--- config.mk ---
export PLATFORM = sky130hd
export DESIGN_NAME = rgb_to_hsv_convert_top
export DESIGN_NICKNAME = d
export VERILOG_FILES = /design/src/sv/rhc_pkg.sv /design/src/sv/rhc_minmax.sv /design/src/sv/rhc_scale.sv /design/src/sv/rhc_div_step.sv /design/src/sv/rhc_finish.sv /design/src/sv/rgb_to_hsv_convert_top.sv
export SDC_FILE = /design/constraint.sdc
export NUM_CORES = 1
export LEC_CHECK = 0
export ABC_AREA = 1
export BUFFER_PORTS_ARGS = -buffer_cell sky130_fd_sc_hd__buf_2
export CAP_MARGIN = 10
export CORE_ASPECT_RATIO = 1.4
export CORE_MARGIN = 10
export CORE_UTILIZATION = 64
export DETAILED_ROUTE_END_ITERATION = 8
export PLACE_DENSITY = 0.79
export SYNTH_ARGS = -nofsm -noshare
export SYNTH_HDL_FRONTEND = slang
export SYNTH_SLANG_ARGS = --single-unit
--- constraint.sdc ---
create_clock -name clk_i -period 18.7 [get_ports clk_i]
set_clock_uncertainty 0.2 [all_clocks]
set_input_delay 2.805 -clock clk_i [delete_from_list [all_inputs] [get_ports clk_i]]
set_output_delay 2.805 -clock clk_i [all_outputs]
set_load 0.01 [all_outputs]
--- src/sv/rhc_pkg.sv ---
// rhc_pkg: widths, constants and pipeline word types of the rgb to hsv converter
// used by every module of the converter; depends on nothing else
package rhc_pkg;

  localparam int CHANNEL_BITS = 8;
  localparam int CW           = CHANNEL_BITS;
  localparam int FULL_SCALE   = (1 << CW) - 1;

  localparam int HUE_W  = 9;
  localparam int PCT_W  = 7;
  localparam int QUOT_W = 7;                    // every quotient here is below 128
  localparam int DIV_W  = CW + QUOT_W;          // dividends stay below 128 * divisor
  localparam int DVS_W  = CW + QUOT_W - 1;      // divisor pre-shifted for the top bit

  localparam int DIV_STEPS = QUOT_W;            // one quotient bit per stage
  localparam int NST       = DIV_STEPS + 3;     // minmax, scale, div steps, finish

  localparam int IN_W         = ((3 * CW + 7) / 8) * 8;
  localparam int OUT_FIELD_W  = HUE_W + 2 * PCT_W;
  localparam int OUT_W        = ((OUT_FIELD_W + 7) / 8) * 8;

  localparam int HUE_SCALE    = 60;
  localparam int PCT_SCALE    = 100;
  localparam int HUE_WRAP     = 360;
  localparam int HUE_BASE_RED = 300;            // 360 - 60, offset folded into the dividend
  localparam int HUE_BASE_GRN = 60;             // 120 - 60
  localparam int HUE_BASE_BLU = 180;            // 240 - 60

  // value = max * 100 / full scale as a reciprocal multiply, rounded-up constant
  // with enough fraction bits that the floor is exact over the whole channel range
  localparam int     VAL_SHIFT  = 2 * CW + 1;
  localparam int     VAL_MUL_W  = CW + 8;
  localparam int     VAL_PROD_W = CW + VAL_MUL_W;
  localparam longint VAL_MUL    =
    ((longint'(PCT_SCALE) << VAL_SHIFT) + FULL_SCALE - 1) / FULL_SCALE;

  typedef enum logic [1:0] {
    BR_RED,
    BR_GREEN,
    BR_BLUE
  } branch_e;

  typedef struct packed {
    logic [CW-1:0] mx;
    logic [CW-1:0] diff;
    logic [CW:0]   span;      // other difference plus diff, 0 .. 2*diff
    branch_e       branch;
  } prep_t;

  typedef struct packed {
    logic [DIV_W-1:0]  rem;
    logic [DVS_W-1:0]  dvs;
    logic [QUOT_W-1:0] quot;
  } div_lane_t;

  typedef struct packed {
    div_lane_t        hue;
    div_lane_t        sat;
    logic [PCT_W-1:0] val_pct;
    branch_e          branch;
    logic             hue_zero;
    logic             sat_zero;
  } div_word_t;

endpackage

--- src/sv/rhc_minmax.sv ---
// rhc_minmax: first pipeline stage, channel max / min, difference and hue branch
// depends on rhc_pkg
module rhc_minmax (
  input  logic                     clk_i,
  input  logic                     en_i,
  input  logic [rhc_pkg::CW-1:0]   red_i,
  input  logic [rhc_pkg::CW-1:0]   green_i,
  input  logic [rhc_pkg::CW-1:0]   blue_i,
  output rhc_pkg::prep_t           prep_o
);
  import rhc_pkg::*;

  logic [CW-1:0] mx, mn, hi, lo;
  logic [CW+1:0] span_full;
  prep_t         prep_d, prep_q;

  always_comb begin
    mx = red_i;
    if (green_i > mx) mx = green_i;
    if (blue_i > mx)  mx = blue_i;
    mn = red_i;
    if (green_i < mn) mn = green_i;
    if (blue_i < mn)  mn = blue_i;

    // red wins ties over green, green over blue
    if (red_i == mx) begin
      prep_d.branch = BR_RED;
      hi = green_i;
      lo = blue_i;
    end else if (green_i == mx) begin
      prep_d.branch = BR_GREEN;
      hi = blue_i;
      lo = red_i;
    end else begin
      prep_d.branch = BR_BLUE;
      hi = red_i;
      lo = green_i;
    end

    // hi - lo + max - min never goes negative
    span_full = {2'b00, hi} + {2'b00, mx} - {2'b00, lo} - {2'b00, mn};

    prep_d.mx   = mx;
    prep_d.diff = mx - mn;
    prep_d.span = span_full[CW:0];
  end

  always_ff @(posedge clk_i) begin
    if (en_i) prep_q <= prep_d;
  end

  assign prep_o = prep_q;

endmodule

--- src/sv/rhc_scale.sv ---
// rhc_scale: second pipeline stage, dividends and divisors of the two dividers and the value
// depends on rhc_pkg
module rhc_scale (
  input  logic               clk_i,
  input  logic               en_i,
  input  rhc_pkg::prep_t     prep_i,
  output rhc_pkg::div_word_t word_o
);
  import rhc_pkg::*;

  div_word_t               word_d, word_q;
  logic [VAL_PROD_W-1:0]   val_prod;

  always_comb begin
    word_d.hue.rem  = DIV_W'(prep_i.span) * DIV_W'(HUE_SCALE);
    word_d.hue.dvs  = DVS_W'(prep_i.diff) << (QUOT_W - 1);
    word_d.hue.quot = '0;

    word_d.sat.rem  = DIV_W'(prep_i.diff) * DIV_W'(PCT_SCALE);
    word_d.sat.dvs  = DVS_W'(prep_i.mx) << (QUOT_W - 1);
    word_d.sat.quot = '0;

    // divide by full scale through the reciprocal constant
    val_prod        = VAL_PROD_W'(prep_i.mx) * VAL_PROD_W'(VAL_MUL);
    word_d.val_pct  = val_prod[VAL_SHIFT +: PCT_W];

    word_d.branch   = prep_i.branch;
    word_d.hue_zero = (prep_i.diff == '0);
    word_d.sat_zero = (prep_i.mx == '0);
  end

  always_ff @(posedge clk_i) begin
    if (en_i) word_q <= word_d;
  end

  assign word_o = word_q;

endmodule

--- src/sv/rhc_div_step.sv ---
// rhc_div_step: one restoring division step for the hue and saturation lanes
// depends on rhc_pkg
module rhc_div_step (
  input  logic               clk_i,
  input  logic               en_i,
  input  rhc_pkg::div_word_t word_i,
  output rhc_pkg::div_word_t word_o
);
  import rhc_pkg::*;

  div_word_t word_d, word_q;

  function automatic div_lane_t lane_step(div_lane_t l);
    div_lane_t        r;
    logic [DIV_W-1:0] dvs_ext;
    dvs_ext = DIV_W'(l.dvs);
    r       = l;
    if (l.rem >= dvs_ext) begin
      r.rem  = l.rem - dvs_ext;
      r.quot = {l.quot[QUOT_W-2:0], 1'b1};
    end else begin
      r.quot = {l.quot[QUOT_W-2:0], 1'b0};
    end
    // divisor walks one bit down for the next quotient bit
    r.dvs = l.dvs >> 1;
    return r;
  endfunction

  always_comb begin
    word_d     = word_i;
    word_d.hue = lane_step(word_i.hue);
    word_d.sat = lane_step(word_i.sat);
  end

  always_ff @(posedge clk_i) begin
    if (en_i) word_q <= word_d;
  end

  assign word_o = word_q;

endmodule

--- src/sv/rhc_finish.sv ---
// rhc_finish: last pipeline stage, hue offset and wrap, zero cases, output register
// depends on rhc_pkg
module rhc_finish (
  input  logic                    clk_i,
  input  logic                    en_i,
  input  rhc_pkg::div_word_t      word_i,
  output logic [rhc_pkg::OUT_W-1:0] tdata_o
);
  import rhc_pkg::*;

  logic [HUE_W-1:0] base, hue_sum, hue;
  logic [PCT_W-1:0] sat, val;
  logic [OUT_W-1:0] tdata_d, tdata_q;

  always_comb begin
    case (word_i.branch)
      BR_RED:   base = HUE_W'(HUE_BASE_RED);
      BR_GREEN: base = HUE_W'(HUE_BASE_GRN);
      BR_BLUE:  base = HUE_W'(HUE_BASE_BLU);
      default:  base = '0;
    endcase
    hue_sum = base + HUE_W'(word_i.hue.quot);
    if (word_i.hue_zero) begin
      hue = '0;
    end else if (hue_sum >= HUE_W'(HUE_WRAP)) begin
      hue = hue_sum - HUE_W'(HUE_WRAP);
    end else begin
      hue = hue_sum;
    end
    sat = word_i.sat_zero ? '0 : PCT_W'(word_i.sat.quot);
    val = word_i.val_pct;
    tdata_d = OUT_W'({val, sat, hue});
  end

  always_ff @(posedge clk_i) begin
    if (en_i) tdata_q <= tdata_d;
  end

  assign tdata_o = tdata_q;

endmodule

--- src/sv/rgb_to_hsv_convert_top.sv ---
// rgb_to_hsv_convert_top: pipelined rgb to hsv pixel converter, top level
// depends on rhc_pkg, rhc_minmax, rhc_scale, rhc_div_step and rhc_finish
//
// usage:
//   slave stream takes one pixel per transfer, tdata = red, green, blue from bit 0
//   master stream gives hue 0..359, saturation 0..100 and value 0..100 per pixel
//   one result per pixel, in order
// path: a pixel accepted on the slave side passes the min/max stage, the dividend and
//   value stage, 7 division stages and the output stage to reach the master side
// throughput: one pixel per clock unless stalled; the hue and saturation dividers each resolve one
//   quotient bit per pipeline stage, so a new pixel enters every cycle while nothing stalls
// stall: every stage has its own valid bit and holds while the next stage is full
//   and not moving; empty stages keep filling, so s_axis_tready_o drops only
//   once all 10 stages hold pixels and m_axis_tready_i is low
// reset: rst_ni clears all valid bits, the pipeline comes up empty and ready
module rgb_to_hsv_convert_top (
  input  logic                        clk_i,
  input  logic                        rst_ni,
  input  logic                        s_axis_tvalid_i,
  output logic                        s_axis_tready_o,
  input  logic [rhc_pkg::IN_W-1:0]    s_axis_tdata_i,   // red, green, blue
  output logic                        m_axis_tvalid_o,
  input  logic                        m_axis_tready_i,
  output logic [rhc_pkg::OUT_W-1:0]   m_axis_tdata_o    // hue_degrees, saturation_pct, value_pct
);
  import rhc_pkg::*;

  logic [NST-1:0] vld_q, vld_d;
  logic [NST-1:0] en;
  prep_t          prep;
  div_word_t      div_w [DIV_STEPS+1];

  // a stage loads when it is empty or its contents move on
  always_comb begin
    en[NST-1] = !vld_q[NST-1] || m_axis_tready_i;
    for (int i = NST - 2; i >= 0; i--) begin
      en[i] = !vld_q[i] || en[i+1];
    end
  end

  always_comb begin
    vld_d = vld_q;
    if (en[0]) vld_d[0] = s_axis_tvalid_i;
    for (int i = 1; i < NST; i++) begin
      if (en[i]) vld_d[i] = vld_q[i-1];
    end
  end

  always_ff @(posedge clk_i or negedge rst_ni) begin
    if (!rst_ni) begin
      vld_q <= '0;
    end else begin
      vld_q <= vld_d;
    end
  end

  assign s_axis_tready_o = en[0];
  assign m_axis_tvalid_o = vld_q[NST-1];

  rhc_minmax u_minmax (
    .clk_i   (clk_i),
    .en_i    (en[0]),
    .red_i   (s_axis_tdata_i[CW-1:0]),
    .green_i (s_axis_tdata_i[2*CW-1:CW]),
    .blue_i  (s_axis_tdata_i[3*CW-1:2*CW]),
    .prep_o  (prep)
  );

  rhc_scale u_scale (
    .clk_i  (clk_i),
    .en_i   (en[1]),
    .prep_i (prep),
    .word_o (div_w[0])
  );

  for (genvar k = 0; k < DIV_STEPS; k++) begin : g_div
    rhc_div_step u_step (
      .clk_i  (clk_i),
      .en_i   (en[k+2]),
      .word_i (div_w[k]),
      .word_o (div_w[k+1])
    );
  end

  rhc_finish u_finish (
    .clk_i   (clk_i),
    .en_i    (en[NST-1]),
    .word_i  (div_w[DIV_STEPS]),
    .tdata_o (m_axis_tdata_o)
  );

  // back pressure reaches the input only with every stage occupied
  a_ready_full: assert property (@(posedge clk_i) disable iff (!rst_ni)
    !s_axis_tready_o |-> (&vld_q))
    else $error("input stalled while a pipeline stage is empty");

  a_hue_range: assert property (@(posedge clk_i) disable iff (!rst_ni)
    m_axis_tvalid_o |-> (m_axis_tdata_o[HUE_W-1:0] < HUE_W'(HUE_WRAP)))
    else $error("hue out of range");

  a_pct_range: assert property (@(posedge clk_i) disable iff (!rst_ni)
    m_axis_tvalid_o |-> ((m_axis_tdata_o[HUE_W+PCT_W-1:HUE_W] <= PCT_W'(PCT_SCALE))
                         && (m_axis_tdata_o[HUE_W+2*PCT_W-1:HUE_W+PCT_W]
                             <= PCT_W'(PCT_SCALE))))
    else $error("saturation or value above 100");

endmodule

==> metrics, run 1 <==
dpl hpwl=37390 microns; # port buffers=52; area share of the largest cell type after synthesis=53.47%; Synth Register Bits=488; Post-CTS Resized=0; layout cells sized above 1=7.720%; Skew-Pair Late Insertion Delay=0.55 ns; die area=0.05066 sq mm; post-synthesis sequential area ratio=54.40%; core area=0.04140 sq mm; CTS tree=built; Rows=88; placed insts=2985; Clk pin slew, worst setup/hold paths=0.06 ns; Critical Path AT=8.96 ns; met3 wire length=1584 microns; # diodes=0; Worst Setup Path Type=in2out; count of clock tree sinks=488; Post-Route M1 WL=17050 microns; Clock Path Buffers=3; Worst setup SP type=input pin; kind of end point of the critical path=output port; post-synthesis cell count=2409; predominant post-synthesis flop cell=edfxtp_1; commonest non-fill, non-tap cell in the layout=edfxtp_1; GP Congestion=0.9672; CTS root buf=clkbuf_16; Syn Area/Cell=11.14 sq um; Post-synth ARST share=2.049%; largest net degree at the start of global routing=69; # IOs=54; max frequency=83.57 MHz; Synth Cell Area=0.02685 sq mm; top routing layer used=met4; max-capacitance violation count=0; DRT Wirelength=49030 microns; EDFF count, synth=478; non-filler cells, final=3066; Worst Hold Slack=0.2070 ns; GRT Util Overall=19.44%; DR WL met2=28310 microns; CP Data Required Time=15.69 ns; die width=193.1 microns; status=complete, no violations; DIE HEIGHT=262.3 microns; Overflow after GRT=0; Slew headroom=23.87%; CTS Buf Count=44; Slew @ Worst Pin=1.137 ns; synth-to-layout area growth=8.501%; crit-path max FO=62; Yosys top cell by area=edfxtp_1; WL per Instance=15.99 microns; final net count=2835; ANT nets after route=0; DRT iter0 DRCs=816; Hold-fix buffers, CTS=0; post-synthesis net count=2753; leading cell types by total area after synthesis=edfxtp_1 53%, ha_1 12%, inv_1 5.2%; initial cell density of the core=64.85%; DR vias=17040; Hold Vio Cnt, Final=0; HP Class=reg2reg; DP Area=0.02769 sq mm; Ys Warns=0; via/cell ratio=5.558; sum of negative setup slack=0 ns; crit share post-route=63.99%; Synth cell types=54; # Post-CTS Setup Buffers=0; initial antenna violation count=0; final setup vio count=0; design area=0.02913 sq mm; H-Tree Depth=2; drt pass-1 iters=6; commonest cells after routing, fill and taps aside=478 x edfxtp_1, 368 x inv_1, 322 x nand2_1; number of global-route vias before repair=17700; Slew Viols, Final=0; DRC viols=0; unrepaired setup endpoints after global routing=false; first-pass GRT wire length=80930 microns; Final min period=11.97 ns
-- synth_stat cells (4+ instances only) --
| cell | n |
|---|---|
| nor3_1 | 21 |
| buf_6 | 6 |
| nand2_2 | 21 |
| nand3_1 | 71 |
| nand4_1 | 24 |
| fa_1 | 61 |
| a211oi_1 | 9 |
| a21o_1 | 6 |
| xor2_1 | 91 |
| inv_1 | 375 |
| inv_2 | 9 |
| o21ai_1 | 7 |
| or2_2 | 6 |
| o21bai_1 | 7 |
| nand3_2 | 7 |
| nand2_1 | 322 |
| nor4_1 | 10 |
| o2111ai_1 | 4 |
| nand4_2 | 4 |
| ha_1 | 255 |
| o22ai_1 | 13 |
| xnor2_1 | 44 |
| a31oi_1 | 5 |
| dfrtp_1 | 10 |
| nor2_4 | 4 |
| o21ai_0 | 125 |
| nor2_1 | 173 |
| o211ai_1 | 5 |
| nor2_2 | 5 |
| clkbuf_1 | 12 |
| edfxtp_1 | 478 |
| a21oi_1 | 187 |
-- final cells by class --
type / count / area, sq um
Clock buffer: 54 / 1160
Clock inverter: 27 / 276.5
Fill cell: 2787 / 12270
Inverter: 386 / 1453
Multi-Input combinational cell: 1512 / 10650
Sequential cell: 488 / 14600
Tap cell: 540 / 675.6
Timing Repair Buffer: 59 / 312.8
-- metal layers --
layer / track usage [%] / vias to the layer above
met2: 38.87 / 362
met5: 0 / -
met3: 2.481 / 132
met4: 9.372 / 0
li1: - / 8421
met1: 18.36 / 8125
-- worst paths after layout --
kind                                                 start                          to  slack (ns)  depth (start not counted)
worst max-delay path                       m_axis_tready_i             s_axis_tready_o        6.73                         23
worst min-delay path            g_div[2].u_step.word_o[47]  g_div[3].u_step.word_o[48]        0.21                          0
worst max register to register                    vld_q[9]           u_scale.word_o[8]       11.44                         22
worst min register to register  g_div[2].u_step.word_o[47]  g_div[3].u_step.word_o[48]        0.21                          0
max in group asynchronous                           rst_ni                    vld_q[0]       16.13                          1
min in group asynchronous                           rst_ni                    vld_q[9]        1.93                          1
-- logic make-up (layout without fill, tap and decap cells) --
group | count (synthesis) | count (layout) | synth area share (%)
xor gates and xnor gates | 135 | 135 | 4.404
buffers and inverters | 409 | 526 | 5.942
other | 1 | 1 | 0.01397
DFF | 488 | 488 | 54.40
AOI/OAI and AO/OA | 382 | 382 | 7.722
adders and majority gates | 316 | 316 | 16.43
muxes | 2 | 2 | 0.08388
and+or+nand+nor | 676 | 676 | 11.00
-- flip-flops by register name, summed over array words and instances, names as in the netlist --
| signal | count |
|---|---|
| g_div.u_step.word_o | 378 |
| u_scale.word_o | 50 |
| u_minmax.prep_o | 27 |
| u_finish.tdata_o | 23 |
| vld_q | 10 |
-- critical path: stages --
cell and delay, ns:
buf_2 0.08, nor2_1 0.04, inv_1 0.71, nor2_1 0.08
inv_1 0.78, nor2_1 0.13, inv_2 0.10, nor2_1 0.05
inv_2 0.05, nor2_1 0.04, inv_2 0.04, buf_4 0.59
nor2_1 0.13, inv_2 0.07, buf_4 0.55, nor2_1 0.13
inv_2 0.77, nor2_1 0.15, inv_2 0.80, nor2_1 0.16
nand2_1 0.11, buf_4 0.35, buf_2 0.21
-- stage by stage --
stage	util (%)	setup WS, ns
6_report	70.36	6.733
2_1_floorplan	-	3.000
3_3_place_gp	66.89	6.921
5_1_grt	70.36	5.915
3_5_place_dp	66.89	6.621
4_1_cts	70.36	6.548
Power of run 1 is left out: the tool's default activity adds up to more than one toggle a clock period on the data nets, which glitch-free logic cannot reach.
==> inputs of run 2 (changes only) <==
--- a/config.mk
+++ b/config.mk
@@ -10,9 +10,9 @@
 export CAP_MARGIN = 10
 export CORE_ASPECT_RATIO = 1.4
 export CORE_MARGIN = 10
-export CORE_UTILIZATION = 64
+export CORE_UTILIZATION = 57
 export DETAILED_ROUTE_END_ITERATION = 8
-export PLACE_DENSITY = 0.79
+export PLACE_DENSITY = 0.74
 export SYNTH_ARGS = -nofsm -noshare
 export SYNTH_HDL_FRONTEND = slang
 export SYNTH_SLANG_ARGS = --single-unit
==> constraint.sdc (replaced) <==
create_clock -name clk_i -period 10.7 [get_ports clk_i]
set_clock_uncertainty 0.2 [all_clocks]
set_input_delay 1.605 -clock clk_i [delete_from_list [all_inputs] [get_ports clk_i]]
set_output_delay 1.605 -clock clk_i [all_outputs]
set_load 0.01 [all_outputs]
==> run 2 against run 1 <==
Global-route usage down 1.3 points; non-clock buffer count unchanged; highest routed layer is now met5; die area up 11%; register-to-register slack worse by 7.0 ns; critical path type unchanged; core utilization down 7.3 points.
==> metrics, run 2 (synthesis gave the netlist of run 1 again) <==
H-Tree Depth=2; count of clock tree sinks=488; Overflow after GRT=0; Slew headroom=22.48%; DR vias=16890; Critical Path AT=7.07 ns; ANT nets after route=0; Worst Setup Path Type=in2out; DP Area=0.02787 sq mm; CTS root buf=clkbuf_16; via/cell ratio=5.354; Worst setup SP type=input pin; DRT iter0 DRCs=683; Worst Hold Slack=0.2102 ns; crit-path max FO=56; CP Data Required Time=8.90 ns; # port buffers=52; die width=203.4 microns; GP Congestion=0.9232; DRC viols=0; Hold Vio Cnt, Final=0; WL per Instance=16.24 microns; Post-CTS Resized=0; initial cell density of the core=57.35%; Final min period=8.873 ns; Slew @ Worst Pin=1.157 ns; Rows=94; CTS tree=built; core area=0.04681 sq mm; commonest non-fill, non-tap cell in the layout=edfxtp_1; die area=0.05630 sq mm; non-filler cells, final=3154; DIE HEIGHT=276.8 microns; status=complete, no violations; crit share post-route=82.92%; final setup vio count=0; unrepaired setup endpoints after global routing=false; CTS Buf Count=46; initial antenna violation count=1; HP Class=reg2reg; DRT Wirelength=51220 microns; Slew Viols, Final=0; max frequency=112.7 MHz; # IOs=54; # Post-CTS Setup Buffers=0; Clock Path Buffers=3; Clk pin slew, worst setup/hold paths=0.06 ns; number of global-route vias before repair=17460; design area=0.02952 sq mm; first-pass GRT wire length=82830 microns; dpl hpwl=40010 microns; GRT Util Overall=18.10%; # diodes=0; Largest register FFs=378; layout cells sized above 1=8.261%; max-capacitance violation count=0; largest net degree at the start of global routing=69; drt pass-1 iters=7; synth-to-layout area growth=9.964%; commonest cells after routing, fill and taps aside=478 x edfxtp_1, 368 x inv_1, 321 x nand2_1; Hold-fix buffers, CTS=0; sum of negative setup slack=0 ns; Skew-Pair Late Insertion Delay=0.57 ns; final net count=2837; kind of end point of the critical path=output port; placed insts=3068
run 2: metal layers:
metal | vias up | share of wire, % | track usage [%]
li1 | 8426 | - | -
met1 | 8014 | 33 | 15.96
met2 | 298 | 59 | 37.75
met3 | 146 | 2.6 | 2.259
met4 | 2 | 4.8 | 9.145
met5 | - | 0.021 | 0
run 2: path summary, 6_finish.rpt:
path | end | from | cells after the start | slack [ns]
max in group asynchronous | vld_q[0] | rst_ni | 1 | 9.37
worst max-delay path | s_axis_tready_o | m_axis_tready_i | 21 | 1.83
worst max register to register | u_scale.word_o[67] | vld_q[9] | 20 | 4.45
worst min register to register | g_div[0].u_step.word_o[7] | u_scale.word_o[7] | 0 | 0.21
worst min-delay path | g_div[0].u_step.word_o[7] | u_scale.word_o[7] | 0 | 0.21
min in group asynchronous | vld_q[6] | rst_ni | 1 | 0.71
run 2: final cells by class:
type / instances / area (sq um)
clock buffer: 59 / 1240
clock inverter: 26 / 409.1
fill: 3566 / 17290
inverter: 386 / 1475
multi-input combinational: 1512 / 10700
sequential: 488 / 14600
tap: 624 / 780.7
timing repair buffer: 59 / 312.8
run 2: worst max-delay path, stage by stage:
cell	delay [ns]
buf_2	0.09
nor2_1	0.09
inv_1	0.40
nor2_1	0.23
inv_1	0.06
buf_4	0.25
nor2_1	0.21
clkinvlp_4	0.15
nor2_4	0.11
clkinvlp_4	0.11
nor2_4	0.10
clkinvlp_4	0.11
nor2_4	0.11
clkinvlp_4	0.12
nor2_4	0.11
clkinvlp_4	0.85
nor2_4	0.42
clkinvlp_4	0.88
nor2_4	0.43
nand2_4	0.30
buf_2	0.27
run 2: per-stage QoR:
stage	worst slack, ns	utilization, %
final	1.827	63.07
after floorplan	-0.8887	-
after CTS	1.642	63.05
after detailed placement	1.551	59.53
after global placement	1.617	59.53
after global routing	1.248	63.07
Power of run 2 is left out for the same reason.
